===== config.mk =====
export PLATFORM = sky130hd
export DESIGN_NAME = msp_v2_frame_receiver_flat
export DESIGN_NICKNAME = d
export VERILOG_FILES = /design/src/sv/mspr_pkg.sv /design/src/sv/mspr_if.sv /design/src/sv/msp_v2_frame_receiver.sv /design/src/flat_wrapper.sv
export SDC_FILE = /design/constraint.sdc
export NUM_CORES = 1
export LEC_CHECK = 0
export BUFFER_PORTS_ARGS = -buffer_cell sky130_fd_sc_hd__buf_4
export CAP_MARGIN = 30
export CORE_ASPECT_RATIO = 1.1
export CORE_UTILIZATION = 57
export CTS_BUF_LIST = sky130_fd_sc_hd__clkbuf_2 sky130_fd_sc_hd__clkbuf_4 sky130_fd_sc_hd__clkbuf_8
export DETAILED_ROUTE_END_ITERATION = 6
export PLACE_DENSITY_LB_ADDON = 0.08
export SETUP_SLACK_MARGIN = 0.1
export SLEW_MARGIN = 20
export SYNTH_ARGS = -nofsm -noshare
export SYNTH_HDL_FRONTEND = slang
export SYNTH_SLANG_ARGS = --single-unit

===== constraint.sdc =====
create_clock -name clk_i -period 3.7 [get_ports clk_i]
set_input_delay 0 -clock clk_i [delete_from_list [all_inputs] [get_ports clk_i]]
set_output_delay 0 -clock clk_i [all_outputs]
set_load 0.01 [all_outputs]

===== src/sv/mspr_pkg.sv =====
// ----------------------------------------------------------------------------
// mspr_pkg
// Codes, limits and the CRC-8 (poly 0xD5) update for the MSP v2 frame receiver.
// ----------------------------------------------------------------------------
package mspr_pkg;

  // largest payload size that is taken; larger frames are dropped
  localparam int unsigned MaxPayload = 256;

  localparam logic [7:0] CrcPoly    = 8'hD5;
  localparam logic [7:0] SyncDollar = 8'h24;
  localparam logic [7:0] SyncX      = 8'h58;
  localparam logic [7:0] TypeReq    = 8'h3C;
  localparam logic [7:0] TypeResp   = 8'h3E;
  localparam logic [7:0] TypeErr    = 8'h21;

  typedef enum logic [1:0] {
    KIND_REQUEST  = 2'd0,
    KIND_RESPONSE = 2'd1,
    KIND_ERROR    = 2'd2
  } frame_kind_e;

  typedef enum logic [2:0] {
    EV_NONE      = 3'd0,
    EV_ACCEPTED  = 3'd1,
    EV_CRC_BAD   = 3'd2,
    EV_ERR_GOOD  = 3'd3,
    EV_OVERSIZE  = 3'd4
  } event_e;

  // one byte of CRC-8, msb first
  function automatic logic [7:0] crc8_update(input logic [7:0] crc, input logic [7:0] b);
    logic [7:0] c;
    c = crc ^ b;
    for (int i = 0; i < 8; i++) begin
      if (c[7]) begin
        c = {c[6:0], 1'b0} ^ CrcPoly;
      end else begin
        c = {c[6:0], 1'b0};
      end
    end
    return c;
  endfunction

endpackage


===== src/sv/mspr_if.sv =====
// ----------------------------------------------------------------------------
// mspr_if
// Valid/ready channels of the MSP v2 frame receiver: received bytes in,
// per-byte parse results out.
// ----------------------------------------------------------------------------
interface mspr_byte_if;
  logic       valid;
  logic       ready;
  logic [7:0] data_byte;

  modport source (output valid, output data_byte, input ready);
  modport sink   (input valid, input data_byte, output ready);
endinterface

interface mspr_result_if;
  logic        valid;
  logic        ready;
  logic        in_frame;
  logic        payload_valid;
  logic [7:0]  payload_byte;
  logic [7:0]  payload_index;
  logic [1:0]  frame_kind;
  logic [15:0] function_id;
  logic [15:0] payload_length;
  logic        frame_end;
  logic [2:0]  event_res;

  modport source (
    output valid, input ready,
    output in_frame, output payload_valid, output payload_byte, output payload_index,
    output frame_kind, output function_id, output payload_length,
    output frame_end, output event_res
  );
  modport sink (
    input valid, output ready,
    input in_frame, input payload_valid, input payload_byte, input payload_index,
    input frame_kind, input function_id, input payload_length,
    input frame_end, input event_res
  );
endinterface


===== src/sv/msp_v2_frame_receiver.sv =====
// ----------------------------------------------------------------------------
// msp_v2_frame_receiver
// Byte-wise MSP v2 frame parser with CRC-8 check and payload pass-through.
// ----------------------------------------------------------------------------
// Usage:
//   rx_i  : one received serial byte per transaction (data_byte).
//   res_o : exactly one result per byte: frame status, payload byte and
//           index when the byte is payload, header fields of the current
//           frame, and a frame_end/event_res pair at the crc byte, on a bad
//           type byte or when an oversize frame is dropped.
//   The result of an accepted byte is registered and is valid from the cycle
//   after it is taken. Throughput is one byte per cycle while res_o takes
//   each result; the parse state update and the 8-step crc update fit
//   between the state registers and the result register.
//   The result register is the only buffer: while a result waits, a new
//   byte is still taken in the cycle the receiver takes that result, so
//   rx_i.ready follows res_o.ready when the register is full.
//   Reset (rst_ni low) returns the parser to hunting for '$', clears the
//   crc and header fields and empties the result register.
// ----------------------------------------------------------------------------
module msp_v2_frame_receiver (
  input  logic clk_i,
  input  logic rst_ni,
  mspr_byte_if.sink     rx_i,
  mspr_result_if.source res_o
);
  import mspr_pkg::*;

  localparam logic [2:0] PH_DOLLAR  = 3'd0;
  localparam logic [2:0] PH_X       = 3'd1;
  localparam logic [2:0] PH_TYPE    = 3'd2;
  localparam logic [2:0] PH_FLAG    = 3'd3;
  localparam logic [2:0] PH_FUNC    = 3'd4;
  localparam logic [2:0] PH_SIZE    = 3'd5;
  localparam logic [2:0] PH_PAYLOAD = 3'd6;
  localparam logic [2:0] PH_CRC     = 3'd7;

  localparam logic [16:0] MaxLen = 17'(MaxPayload);

  logic [2:0]  phase_q, phase_d;
  logic [7:0]  crc_q, crc_d;
  logic [1:0]  kind_q, kind_d;
  logic [15:0] func_q, func_d;
  logic [15:0] len_q, len_d;
  logic [15:0] cnt_q, cnt_d;

  logic        out_valid_q;
  logic        accept;
  logic [7:0]  b;
  logic [7:0]  crc_next;
  logic [15:0] cnt_inc;

  logic        pv, fend, inf;
  logic [2:0]  ev;
  logic [7:0]  pidx;

  assign rx_i.ready = !out_valid_q || res_o.ready;
  assign accept     = rx_i.valid && rx_i.ready;
  assign b          = rx_i.data_byte;
  assign crc_next   = crc8_update(crc_q, b);
  assign cnt_inc    = cnt_q + 16'd1;

  always_comb begin
    phase_d = phase_q;
    crc_d   = crc_q;
    kind_d  = kind_q;
    func_d  = func_q;
    len_d   = len_q;
    cnt_d   = cnt_q;
    pv      = 1'b0;
    pidx    = 8'd0;
    fend    = 1'b0;
    ev      = EV_NONE;
    unique case (phase_q)
      PH_DOLLAR: begin
        if (b == SyncDollar) phase_d = PH_X;
      end
      PH_X: begin
        phase_d = (b == SyncX) ? PH_TYPE : PH_DOLLAR;
      end
      PH_TYPE: begin
        if (b == TypeReq || b == TypeResp || b == TypeErr) begin
          kind_d  = (b == TypeReq) ? KIND_REQUEST :
                    ((b == TypeResp) ? KIND_RESPONSE : KIND_ERROR);
          crc_d   = 8'd0;
          func_d  = 16'd0;
          len_d   = 16'd0;
          cnt_d   = 16'd0;
          phase_d = PH_FLAG;
        end else begin
          phase_d = PH_DOLLAR;
          fend    = 1'b1;
        end
      end
      PH_FLAG: begin
        crc_d   = crc_next;
        cnt_d   = 16'd0;
        phase_d = PH_FUNC;
      end
      PH_FUNC: begin
        crc_d = crc_next;
        if (cnt_q == 16'd0) begin
          func_d = {8'd0, b};
          cnt_d  = 16'd1;
        end else begin
          func_d  = {b, func_q[7:0]};
          cnt_d   = 16'd0;
          phase_d = PH_SIZE;
        end
      end
      PH_SIZE: begin
        crc_d = crc_next;
        if (cnt_q == 16'd0) begin
          len_d = {8'd0, b};
          cnt_d = 16'd1;
        end else begin
          len_d = {b, len_q[7:0]};
          cnt_d = 16'd0;
          if ({1'b0, b, len_q[7:0]} > MaxLen) begin
            phase_d = PH_DOLLAR;
            fend    = 1'b1;
            ev      = EV_OVERSIZE;
          end else if ({b, len_q[7:0]} == 16'd0) begin
            phase_d = PH_CRC;
          end else begin
            phase_d = PH_PAYLOAD;
          end
        end
      end
      PH_PAYLOAD: begin
        crc_d = crc_next;
        pv    = 1'b1;
        pidx  = cnt_q[7:0];
        cnt_d = cnt_inc;
        if (cnt_inc >= len_q) phase_d = PH_CRC;
      end
      PH_CRC: begin
        if (crc_q == b) begin
          ev = (kind_q == KIND_ERROR) ? EV_ERR_GOOD : EV_ACCEPTED;
        end else begin
          ev = EV_CRC_BAD;
        end
        fend    = 1'b1;
        phase_d = PH_DOLLAR;
      end
    endcase
    inf = (phase_d >= PH_TYPE);
  end

  always_ff @(posedge clk_i or negedge rst_ni) begin
    if (!rst_ni) begin
      phase_q <= PH_DOLLAR;
      crc_q   <= 8'd0;
      kind_q  <= 2'd0;
      func_q  <= 16'd0;
      len_q   <= 16'd0;
      cnt_q   <= 16'd0;
    end else if (accept) begin
      phase_q <= phase_d;
      crc_q   <= crc_d;
      kind_q  <= kind_d;
      func_q  <= func_d;
      len_q   <= len_d;
      cnt_q   <= cnt_d;
    end
  end

  always_ff @(posedge clk_i or negedge rst_ni) begin
    if (!rst_ni) begin
      out_valid_q <= 1'b0;
    end else if (accept) begin
      out_valid_q <= 1'b1;
    end else if (res_o.ready) begin
      out_valid_q <= 1'b0;
    end
  end

  // result payload, no reset needed
  always_ff @(posedge clk_i) begin
    if (accept) begin
      res_o.in_frame       <= inf;
      res_o.payload_valid  <= pv;
      res_o.payload_byte   <= pv ? b : 8'd0;
      res_o.payload_index  <= pidx;
      res_o.frame_kind     <= (inf || ev != EV_NONE) ? kind_d : 2'd0;
      res_o.function_id    <= (inf || ev != EV_NONE) ? func_d : 16'd0;
      res_o.payload_length <= (inf || ev != EV_NONE) ? len_d : 16'd0;
      res_o.frame_end      <= fend;
      res_o.event_res      <= ev;
    end
  end

  assign res_o.valid = out_valid_q;

endmodule

===== src/flat_wrapper.sv =====
// flat-port wrapper written by rule: the top's interface ports become plain ports
module msp_v2_frame_receiver_flat import mspr_pkg::*;
  (clk_i, rst_ni, rx_i_valid, rx_i_data_byte, rx_i_ready, res_o_valid, res_o_ready, res_o_in_frame, res_o_payload_valid, res_o_payload_byte, res_o_payload_index, res_o_frame_kind, res_o_function_id, res_o_payload_length, res_o_frame_end, res_o_event_res);
  mspr_byte_if rx_i_i ();
  mspr_result_if res_o_i ();
  input  logic clk_i;
  input  logic rst_ni;
  input wire logic [$bits(rx_i_i.valid)-1:0] rx_i_valid;
  input wire logic [$bits(rx_i_i.data_byte)-1:0] rx_i_data_byte;
  output wire logic [$bits(rx_i_i.ready)-1:0] rx_i_ready;
  output wire logic [$bits(res_o_i.valid)-1:0] res_o_valid;
  input wire logic [$bits(res_o_i.ready)-1:0] res_o_ready;
  output wire logic [$bits(res_o_i.in_frame)-1:0] res_o_in_frame;
  output wire logic [$bits(res_o_i.payload_valid)-1:0] res_o_payload_valid;
  output wire logic [$bits(res_o_i.payload_byte)-1:0] res_o_payload_byte;
  output wire logic [$bits(res_o_i.payload_index)-1:0] res_o_payload_index;
  output wire logic [$bits(res_o_i.frame_kind)-1:0] res_o_frame_kind;
  output wire logic [$bits(res_o_i.function_id)-1:0] res_o_function_id;
  output wire logic [$bits(res_o_i.payload_length)-1:0] res_o_payload_length;
  output wire logic [$bits(res_o_i.frame_end)-1:0] res_o_frame_end;
  output wire logic [$bits(res_o_i.event_res)-1:0] res_o_event_res;
  assign rx_i_i.valid = rx_i_valid;
  assign rx_i_i.data_byte = rx_i_data_byte;
  assign rx_i_ready = rx_i_i.ready;
  assign res_o_valid = res_o_i.valid;
  assign res_o_i.ready = res_o_ready;
  assign res_o_in_frame = res_o_i.in_frame;
  assign res_o_payload_valid = res_o_i.payload_valid;
  assign res_o_payload_byte = res_o_i.payload_byte;
  assign res_o_payload_index = res_o_i.payload_index;
  assign res_o_frame_kind = res_o_i.frame_kind;
  assign res_o_function_id = res_o_i.function_id;
  assign res_o_payload_length = res_o_i.payload_length;
  assign res_o_frame_end = res_o_i.frame_end;
  assign res_o_event_res = res_o_i.event_res;
  msp_v2_frame_receiver u_core (.clk_i(clk_i), .rst_ni(rst_ni), .rx_i(rx_i_i), .res_o(res_o_i));
endmodule

==> results.md, run 1 <==
* Adder-Cell Fraction of Synth Area at 0.03941
* Total grt overflow at 0
* Critical-path cell list: nand4_1, nor4_1, nand3_1, xnor2_1, ha_1, a21o_1, a21o_1, a211oi_1, a31oi_1, o32a_1
* Vias in the first global route at 4324
* Final Max Slew Viols at 0
* Top cell type's share of synthesized area at 0.2788
* Seq/Total Area, Yosys at 0.5360
* Seq pwr share at 0.386
* Design Power at 5.049 mW
* Avg WL per Cell at 17.67 um
* Asr flop ratio synth at 0.5254
* Die W at 100.1 um
* Met1 Resource Use GR at 0.3563
* CTS Buf Count at 17
* Die H at 109.9 um
* Worst path max stage delay at 0.78 ns
* Post-layout min period at 3.351 ns
* Die area at 11000 um^2
* Final HPWL from detailed placement at 8.925 mm
* CP Max Fanout at 9
* Endpoints failing setup at 0
* Pint at 3.328 mW
* Crit path kind: register to register
* Final std cells w/o fill at 778
* Clk pin slew, worst setup/hold paths at 0.07 ns
* Mux cell area share after synthesis at 0
* TritonCTS clock tree: done
* Synth warn at 0
* CTS max path bufs at 2
* Total Wirelength at 13.75 mm
* Drt initial violations at 419
* Headroom to the max-slew limit at 0.4208
* Critical Path AT at 3.67 ns
* Clk root buf: clkbuf_8
* Largest net degree at the start of global routing at 63
* Post-synth top cells: dfrtp_1 (62), edfxtp_1 (56), nor2_1 (55)
* CP required at 4.02 ns
* GRT met3 Usage at 0.06612
* Combinational family with the most area after synthesis: compound AO/OA/AOI/OAI gates
* Critical Path Slowest Stage Cell: nor4_1
* Worst vdd ir at 0.0005484 V
* First-pass GRT wire length at 22.15 mm
* Total negative setup slack at 0 ns
* Clk_skew at 0.01126 ns
* Synthesized area at 6032 um^2
* # IOs at 70
* Setup crit end kind: register
* Leakage power at 3.089 nW
* Number of max-cap violations at 0
* GR peak layer: met2
* Post-route DRC at 0
* Synth Area in Compound Gates at 0.1664
* Worst path buffer plus inverter count at 0
* Maximum clock frequency at 298.4 MHz
* PD cells at 708.6 nW/um^2
* Met2 Use GR at 0.4369
* Mean Syn Cell Area at 10.79 um^2
* Simple-gate area share of the yosys netlist at 0.1498
* Area Growth Syn to Fin at 18.13%
* Final Hold Viols at 0
* HP Class: primary input to register
* N_diodes at 0
* CP top delay family: simple AND/OR/NAND/NOR gates
* Unique masters post-synth at 56
* Synth Instances at 559
* Synth Area in XOR/XNOR at 0.06326
* Vias at 4567
* Most common cell in the netlist: dfrtp_1
* #FFs+latches synth at 118
* Clock H-tree levels at 4
* Power share of the clock group at 0.251
* Fin util at 0.6888
* Cell count after placement at 736
* DR vias/cell at 5.870
* NumNets Final at 653
* Post-cts repair resize count at 0
* Initial Util at 0.5831
* Share of cells above drive strength 1 at 0.1780
* Core Rows at 39
* Hold buffer count at CTS at 9
* Number of synthesized flops with an enable pin at 56
* Initial antenna violation count at 0
* # clock sinks at 118
* Clk Latency, worst-skew pair at 0.43 ns
* Run status: completed
* Post CTS Setup Buffer Count at 0
* Synth area leaders: edfxtp_1 (28%), dfrtp_1 (26%), a22o_1 (4.6%), a22oi_1 (4.1%), ha_1 (3.9%)
* RSZ-0062 raised after global routing: no
* Switching portion of total power at 0.3409
* Worst slew pin tran at 0.8609 ns
* Top FF cell, synth: dfrtp_1
* Startpoint Class: register
* P_sw at 1.721 mW
* Routed Antenna Nets at 0
* First-pass DRT Iterations at 7
* Filler Cell Count at 812
* Total GRT Usage at 0.2696
* Logic gate share of total power at 0.364
* Post-synth top area cell: edfxtp_1
* Synth Net Count at 590
* Core Box Area at 10340 um^2
* IO Port Bufs at 69
* Crit path top cell by count: a21o_1
* Final worst-path cycle share at 0.9056
* Routability cong. at 0.9229
cells in the final DEF, fill, tap and decap left out, drive strengths merged, types with 6 or more instances in the layout:
master / n
a21oi: 11
a22o: 32
a22oi: 33
and2: 16
and3: 9
buf: 76
clkbuf: 22
clkinv: 7
dfrtp: 62
dlygate4sd3: 10
edfxtp: 56
ha: 19
inv: 21
nand2: 30
nand2b: 6
nand3: 19
nand4: 6
nor2: 55
nor3: 8
nor4: 7
o21ai: 29
o31ai: 6
xnor2: 27
xor2: 14
through the flow:
stage               hold WS [ns]  area [um^2]  worst slack [ns]
floorplan                -0.2956         6032            0.4336
global placement          0.1375         6598            0.6247
detailed placement        0.1389         6598            0.5566
CTS                     0.001935         7116            0.4187
global route            0.005413         7126            0.2527
finish                   0.03113         7126            0.3493
sequential cells by signal, indices dropped and copies added, names as in the netlist, 2 cells and up:
| register | count |
|---|---|
| u_core.res_o.payload_byte | 8 |
| u_core.res_o.payload_index | 8 |
| u_core.crc_q | 8 |
| u_core.phase_q | 3 |
| u_core.len_q | 16 |
| u_core.cnt_q | 16 |
| u_core.func_q | 16 |
| u_core.res_o.payload_length | 16 |
| u_core.res_o.frame_kind | 2 |
| u_core.res_o.event_res | 3 |
| u_core.kind_q | 2 |
| u_core.res_o.function_id | 16 |
cells by family (layout without fill, tap and decap cells):
family / after synthesis / count (layout)
compound gates: 138 / 138
buf+inv: 64 / 140
flops: 118 / 118
simple gates: 178 / 178
fa+ha+maj: 19 / 19
xor+xnor: 42 / 42
metal layers:
layer,wire length [um],vias up
met1,5948,2189
met3,835,26
met2,6699,178
met5,0,-
met4,262,0
li1,-,2174
power by group through the flow:
stage	Clock, mW	Combinational (mW)	Sequential [mW]
finish	1.27	1.84	1.95
global route	1.35	2.04	1.98
CTS	1.28	1.84	1.94
detailed placement	0	1.81	1.96
global placement	0	1.77	1.95
floorplan	0	1.42	1.92
path summary, 6_finish.rpt:
path | from | endpoint | slack (ns) | depth (start not counted)
max | u_core.cnt_q[2]$_DFFE_PN0P_ | u_core.phase_q[0]$_DFFE_PN0P_ | 0.35 | 10
min | rx_i_data_byte[3] | u_core.len_q[3]$_DFFE_PN0P_ | 0.03 | 2
max reg2reg | u_core.cnt_q[2]$_DFFE_PN0P_ | u_core.phase_q[0]$_DFFE_PN0P_ | 0.35 | 10
min reg2reg | u_core.crc_q[0]$_DFFE_PN0P_ | u_core.crc_q[0]$_DFFE_PN0P_ | 0.49 | 1
max in group asynchronous | rst_ni | u_core.len_q[6]$_DFFE_PN0P_ | 2.99 | 2
min in group asynchronous | rst_ni | u_core.crc_q[1]$_DFFE_PN0P_ | 0.20 | 2
cell type report:
| type | instances | area (um^2) | area share |
|---|---|---|---|
| flip-flops and latches | 118 | 3233 | 0.4537 |
| multi-input cells | 377 | 2532 | 0.3554 |
| repair buffers | 86 | 670.6 | 0.09412 |
| clock buffers | 22 | 271.5 | 0.03810 |
| well taps | 143 | 178.9 | 0.02511 |
| clock inverters | 10 | 156.4 | 0.02195 |
| inverters | 22 | 82.58 | 0.01159 |
Note: power is estimated with default switching activity, not from simulation.
==> run 2, diff against run 1 <==
--- a/config.mk
+++ b/config.mk
@@ -11,9 +11,10 @@
 export CORE_UTILIZATION = 57
 export CTS_BUF_LIST = sky130_fd_sc_hd__clkbuf_2 sky130_fd_sc_hd__clkbuf_4 sky130_fd_sc_hd__clkbuf_8
 export DETAILED_ROUTE_END_ITERATION = 6
+export MAX_ROUTING_LAYER = met4
 export PLACE_DENSITY_LB_ADDON = 0.08
 export SETUP_SLACK_MARGIN = 0.1
-export SLEW_MARGIN = 20
+export SLEW_MARGIN = 25
 export SYNTH_ARGS = -nofsm -noshare
 export SYNTH_HDL_FRONTEND = slang
 export SYNTH_SLANG_ARGS = --single-unit
==> results.md, run 2 (synthesis gave the netlist of run 1 again) <==
* Final HPWL from detailed placement at 8.925 mm (unchanged)
* Initial antenna violation count at 0 (unchanged)
* Worst vdd ir at 0.0005483 V (about the same)
* Routed Antenna Nets at 0 (unchanged)
* Fin util at 0.6888 (unchanged)
* Final Hold Viols at 0 (unchanged)
* Die area at 11000 um^2 (unchanged)
* Avg WL per Cell at 17.56 um (-0.60%)
* Largest net degree at the start of global routing at 63 (unchanged)
* Area Growth Syn to Fin at 18.13% (unchanged)
* Die H at 109.9 um (unchanged)
* Total grt overflow at 0 (unchanged)
* Filler Cell Count at 812 (unchanged)
* Clk_skew at 0.01129 ns (+0.00002970 ns)
* Final std cells w/o fill at 778 (unchanged)
* Run status: completed
* Storage cell area at 3233 um^2 (unchanged)
* Core Rows at 39 (unchanged)
* Crit path kind: register to register
* Clk Latency, worst-skew pair at 0.43 ns (about the same)
* First-pass DRT Iterations at 6 (-1)
* Headroom to the max-slew limit at 0.4172 (-0.003592)
* Maximum clock frequency at 298.1 MHz (-0.10%)
* Commonest non-fill, non-tap cell in the layout: buf_4
* Clk root buf: clkbuf_8
* Post CTS Setup Buffer Count at 0 (unchanged)
* Fin worst setup slack at 0.3459 ns (-0.003405 ns)
* Startpoint Class: register
* TritonCTS clock tree: done
* Clk pin slew, worst setup/hold paths at 0.07 ns (about the same)
* Design Power at 5.045 mW (about the same)
* # clock sinks at 118 (unchanged)
* Routability cong. at 0.9391 (+1.8%)
* DR vias/cell at 5.895 (+0.42%)
* N_diodes at 0 (unchanged)
* Pre-CTS WS at 0.5566 ns (unchanged)
* IO Port Bufs at 69 (unchanged)
* Core Box Area at 10340 um^2 (unchanged)
* Hold Path Stages at 2 (unchanged)
* Post-route DRC at 0 (unchanged)
* Drt initial violations at 382 (-8.8%)
* PD cells at 708.1 nW/um^2 (about the same)
* Final Max Slew Viols at 0 (unchanged)
* Final worst-path cycle share at 0.9065 (+0.0009203)
* Number of max-cap violations at 0 (unchanged)
* Post-cts repair resize count at 0 (unchanged)
* Initial Util at 0.5831 (unchanged)
* Post-layout min period at 3.354 ns (+0.003405 ns)
* NumNets Final at 653 (unchanged)
* Register-to-Register Path Depth at 10 (unchanged)
* Cell count after placement at 736 (unchanged)
* Worst slew pin tran at 0.8662 ns (+0.005339 ns)
* Vias at 4586 (+0.42%)
* Total negative setup slack at 0 ns (unchanged)
* CP required at 4.01 ns (about the same)
* Total Wirelength at 13.66 mm (-0.60%)
* Area of the multi-input gates at 2532 um^2 (unchanged)
* First-pass GRT wire length at 22.14 mm (about the same)
* CTS Buf Count at 17 (unchanged)
* Die W at 100.1 um (unchanged)
* Setup crit end kind: register
* Endpoints failing setup at 0 (unchanged)
* CP Max Fanout at 9 (unchanged)
* Vias in the first global route at 4324 (unchanged)
* Critical Path AT at 3.67 ns (about the same)
* Most frequent cells in the layout: buf_4 (76), dfrtp_1 (62), edfxtp_1 (56), nor2_1 (55), a22oi_1 (33)
* HP Class: primary input to register
* R2R Setup Slk at 0.35 ns (about the same)
* Hold buffer count at CTS at 9 (unchanged)
* RSZ-0062 raised after global routing: no
* Leakage power at 3.089 nW (unchanged)
* Share of cells above drive strength 1 at 0.1780 (unchanged)
* CTS max path bufs at 2 (unchanged)
* Clock H-tree levels at 4 (unchanged)
* Total GRT Usage at 0.2774 (+0.007799)
* # IOs at 70 (unchanged)
run 2: cell counts in the layout (fill, tap and decap cells not counted):
No cell type changed its count.
run 2: metal layers:
layer | part of all wire | global-route usage | vias to the layer above
met5 | 0 | - | -
met4 | 0.017 | 0.09524 | 0
met3 | 0.058 | 0.06612 | 25
met2 | 0.49 | 0.4369 | 193
met1 | 0.43 | 0.3555 | 2197
li1 | - | - | 2171
run 2: worst paths after layout:
check,startpoint,endpoint
worst min register to register,u_core.crc_q[0]$_DFFE_PN0P_,u_core.crc_q[0]$_DFFE_PN0P_
worst max-delay path,u_core.cnt_q[2]$_DFFE_PN0P_,u_core.phase_q[0]$_DFFE_PN0P_
min in group asynchronous,rst_ni,u_core.crc_q[1]$_DFFE_PN0P_
max in group asynchronous,rst_ni,u_core.len_q[6]$_DFFE_PN0P_
worst max register to register,u_core.cnt_q[2]$_DFFE_PN0P_,u_core.phase_q[0]$_DFFE_PN0P_
worst min-delay path,rx_i_data_byte[3],u_core.len_q[11]$_DFFE_PN0P_
run 2: metrics by stage:
step | instance area, um^2 | hold slack [ns]
after floorplan | 6032 | -0.2956
final | 7126 | 0.03156
after detailed placement | 6598 | 0.1389
after global routing | 7126 | 0.005395
after global placement | 6598 | 0.1375
after CTS | 7116 | 0.001935
run 2: area by class of cell:
type / instances / area share
clock buffers: 22 / 0.03810
flip-flops and latches: 118 / 0.4537
inverters: 22 / 0.01159
repair buffers: 86 / 0.09412
multi-input cells: 377 / 0.3554
well taps: 143 / 0.02511
clock inverters: 10 / 0.02195
run 2: power by group:
| group | switching (mW) | internal, mW | total [mW] |
|---|---|---|---|
| Clock | 0.496 | 0.767 | 1.26 |
| Sequential | 0.234 | 1.71 | 1.95 |
| Combinational | 0.988 | 0.848 | 1.84 |
| Total | 1.72 | 3.33 | 5.05 |
run 2: worst max-delay path, stage by stage (launching register included):
cell      delay (ns)
dfrtp_1         0.51
nand4_1         0.17
nor4_1          0.79
nand3_1         0.25
xnor2_1         0.18
ha_1            0.29
a21o_1          0.18
a21o_1          0.17
a211oi_1        0.25
a31oi_1         0.11
o32a_1          0.34
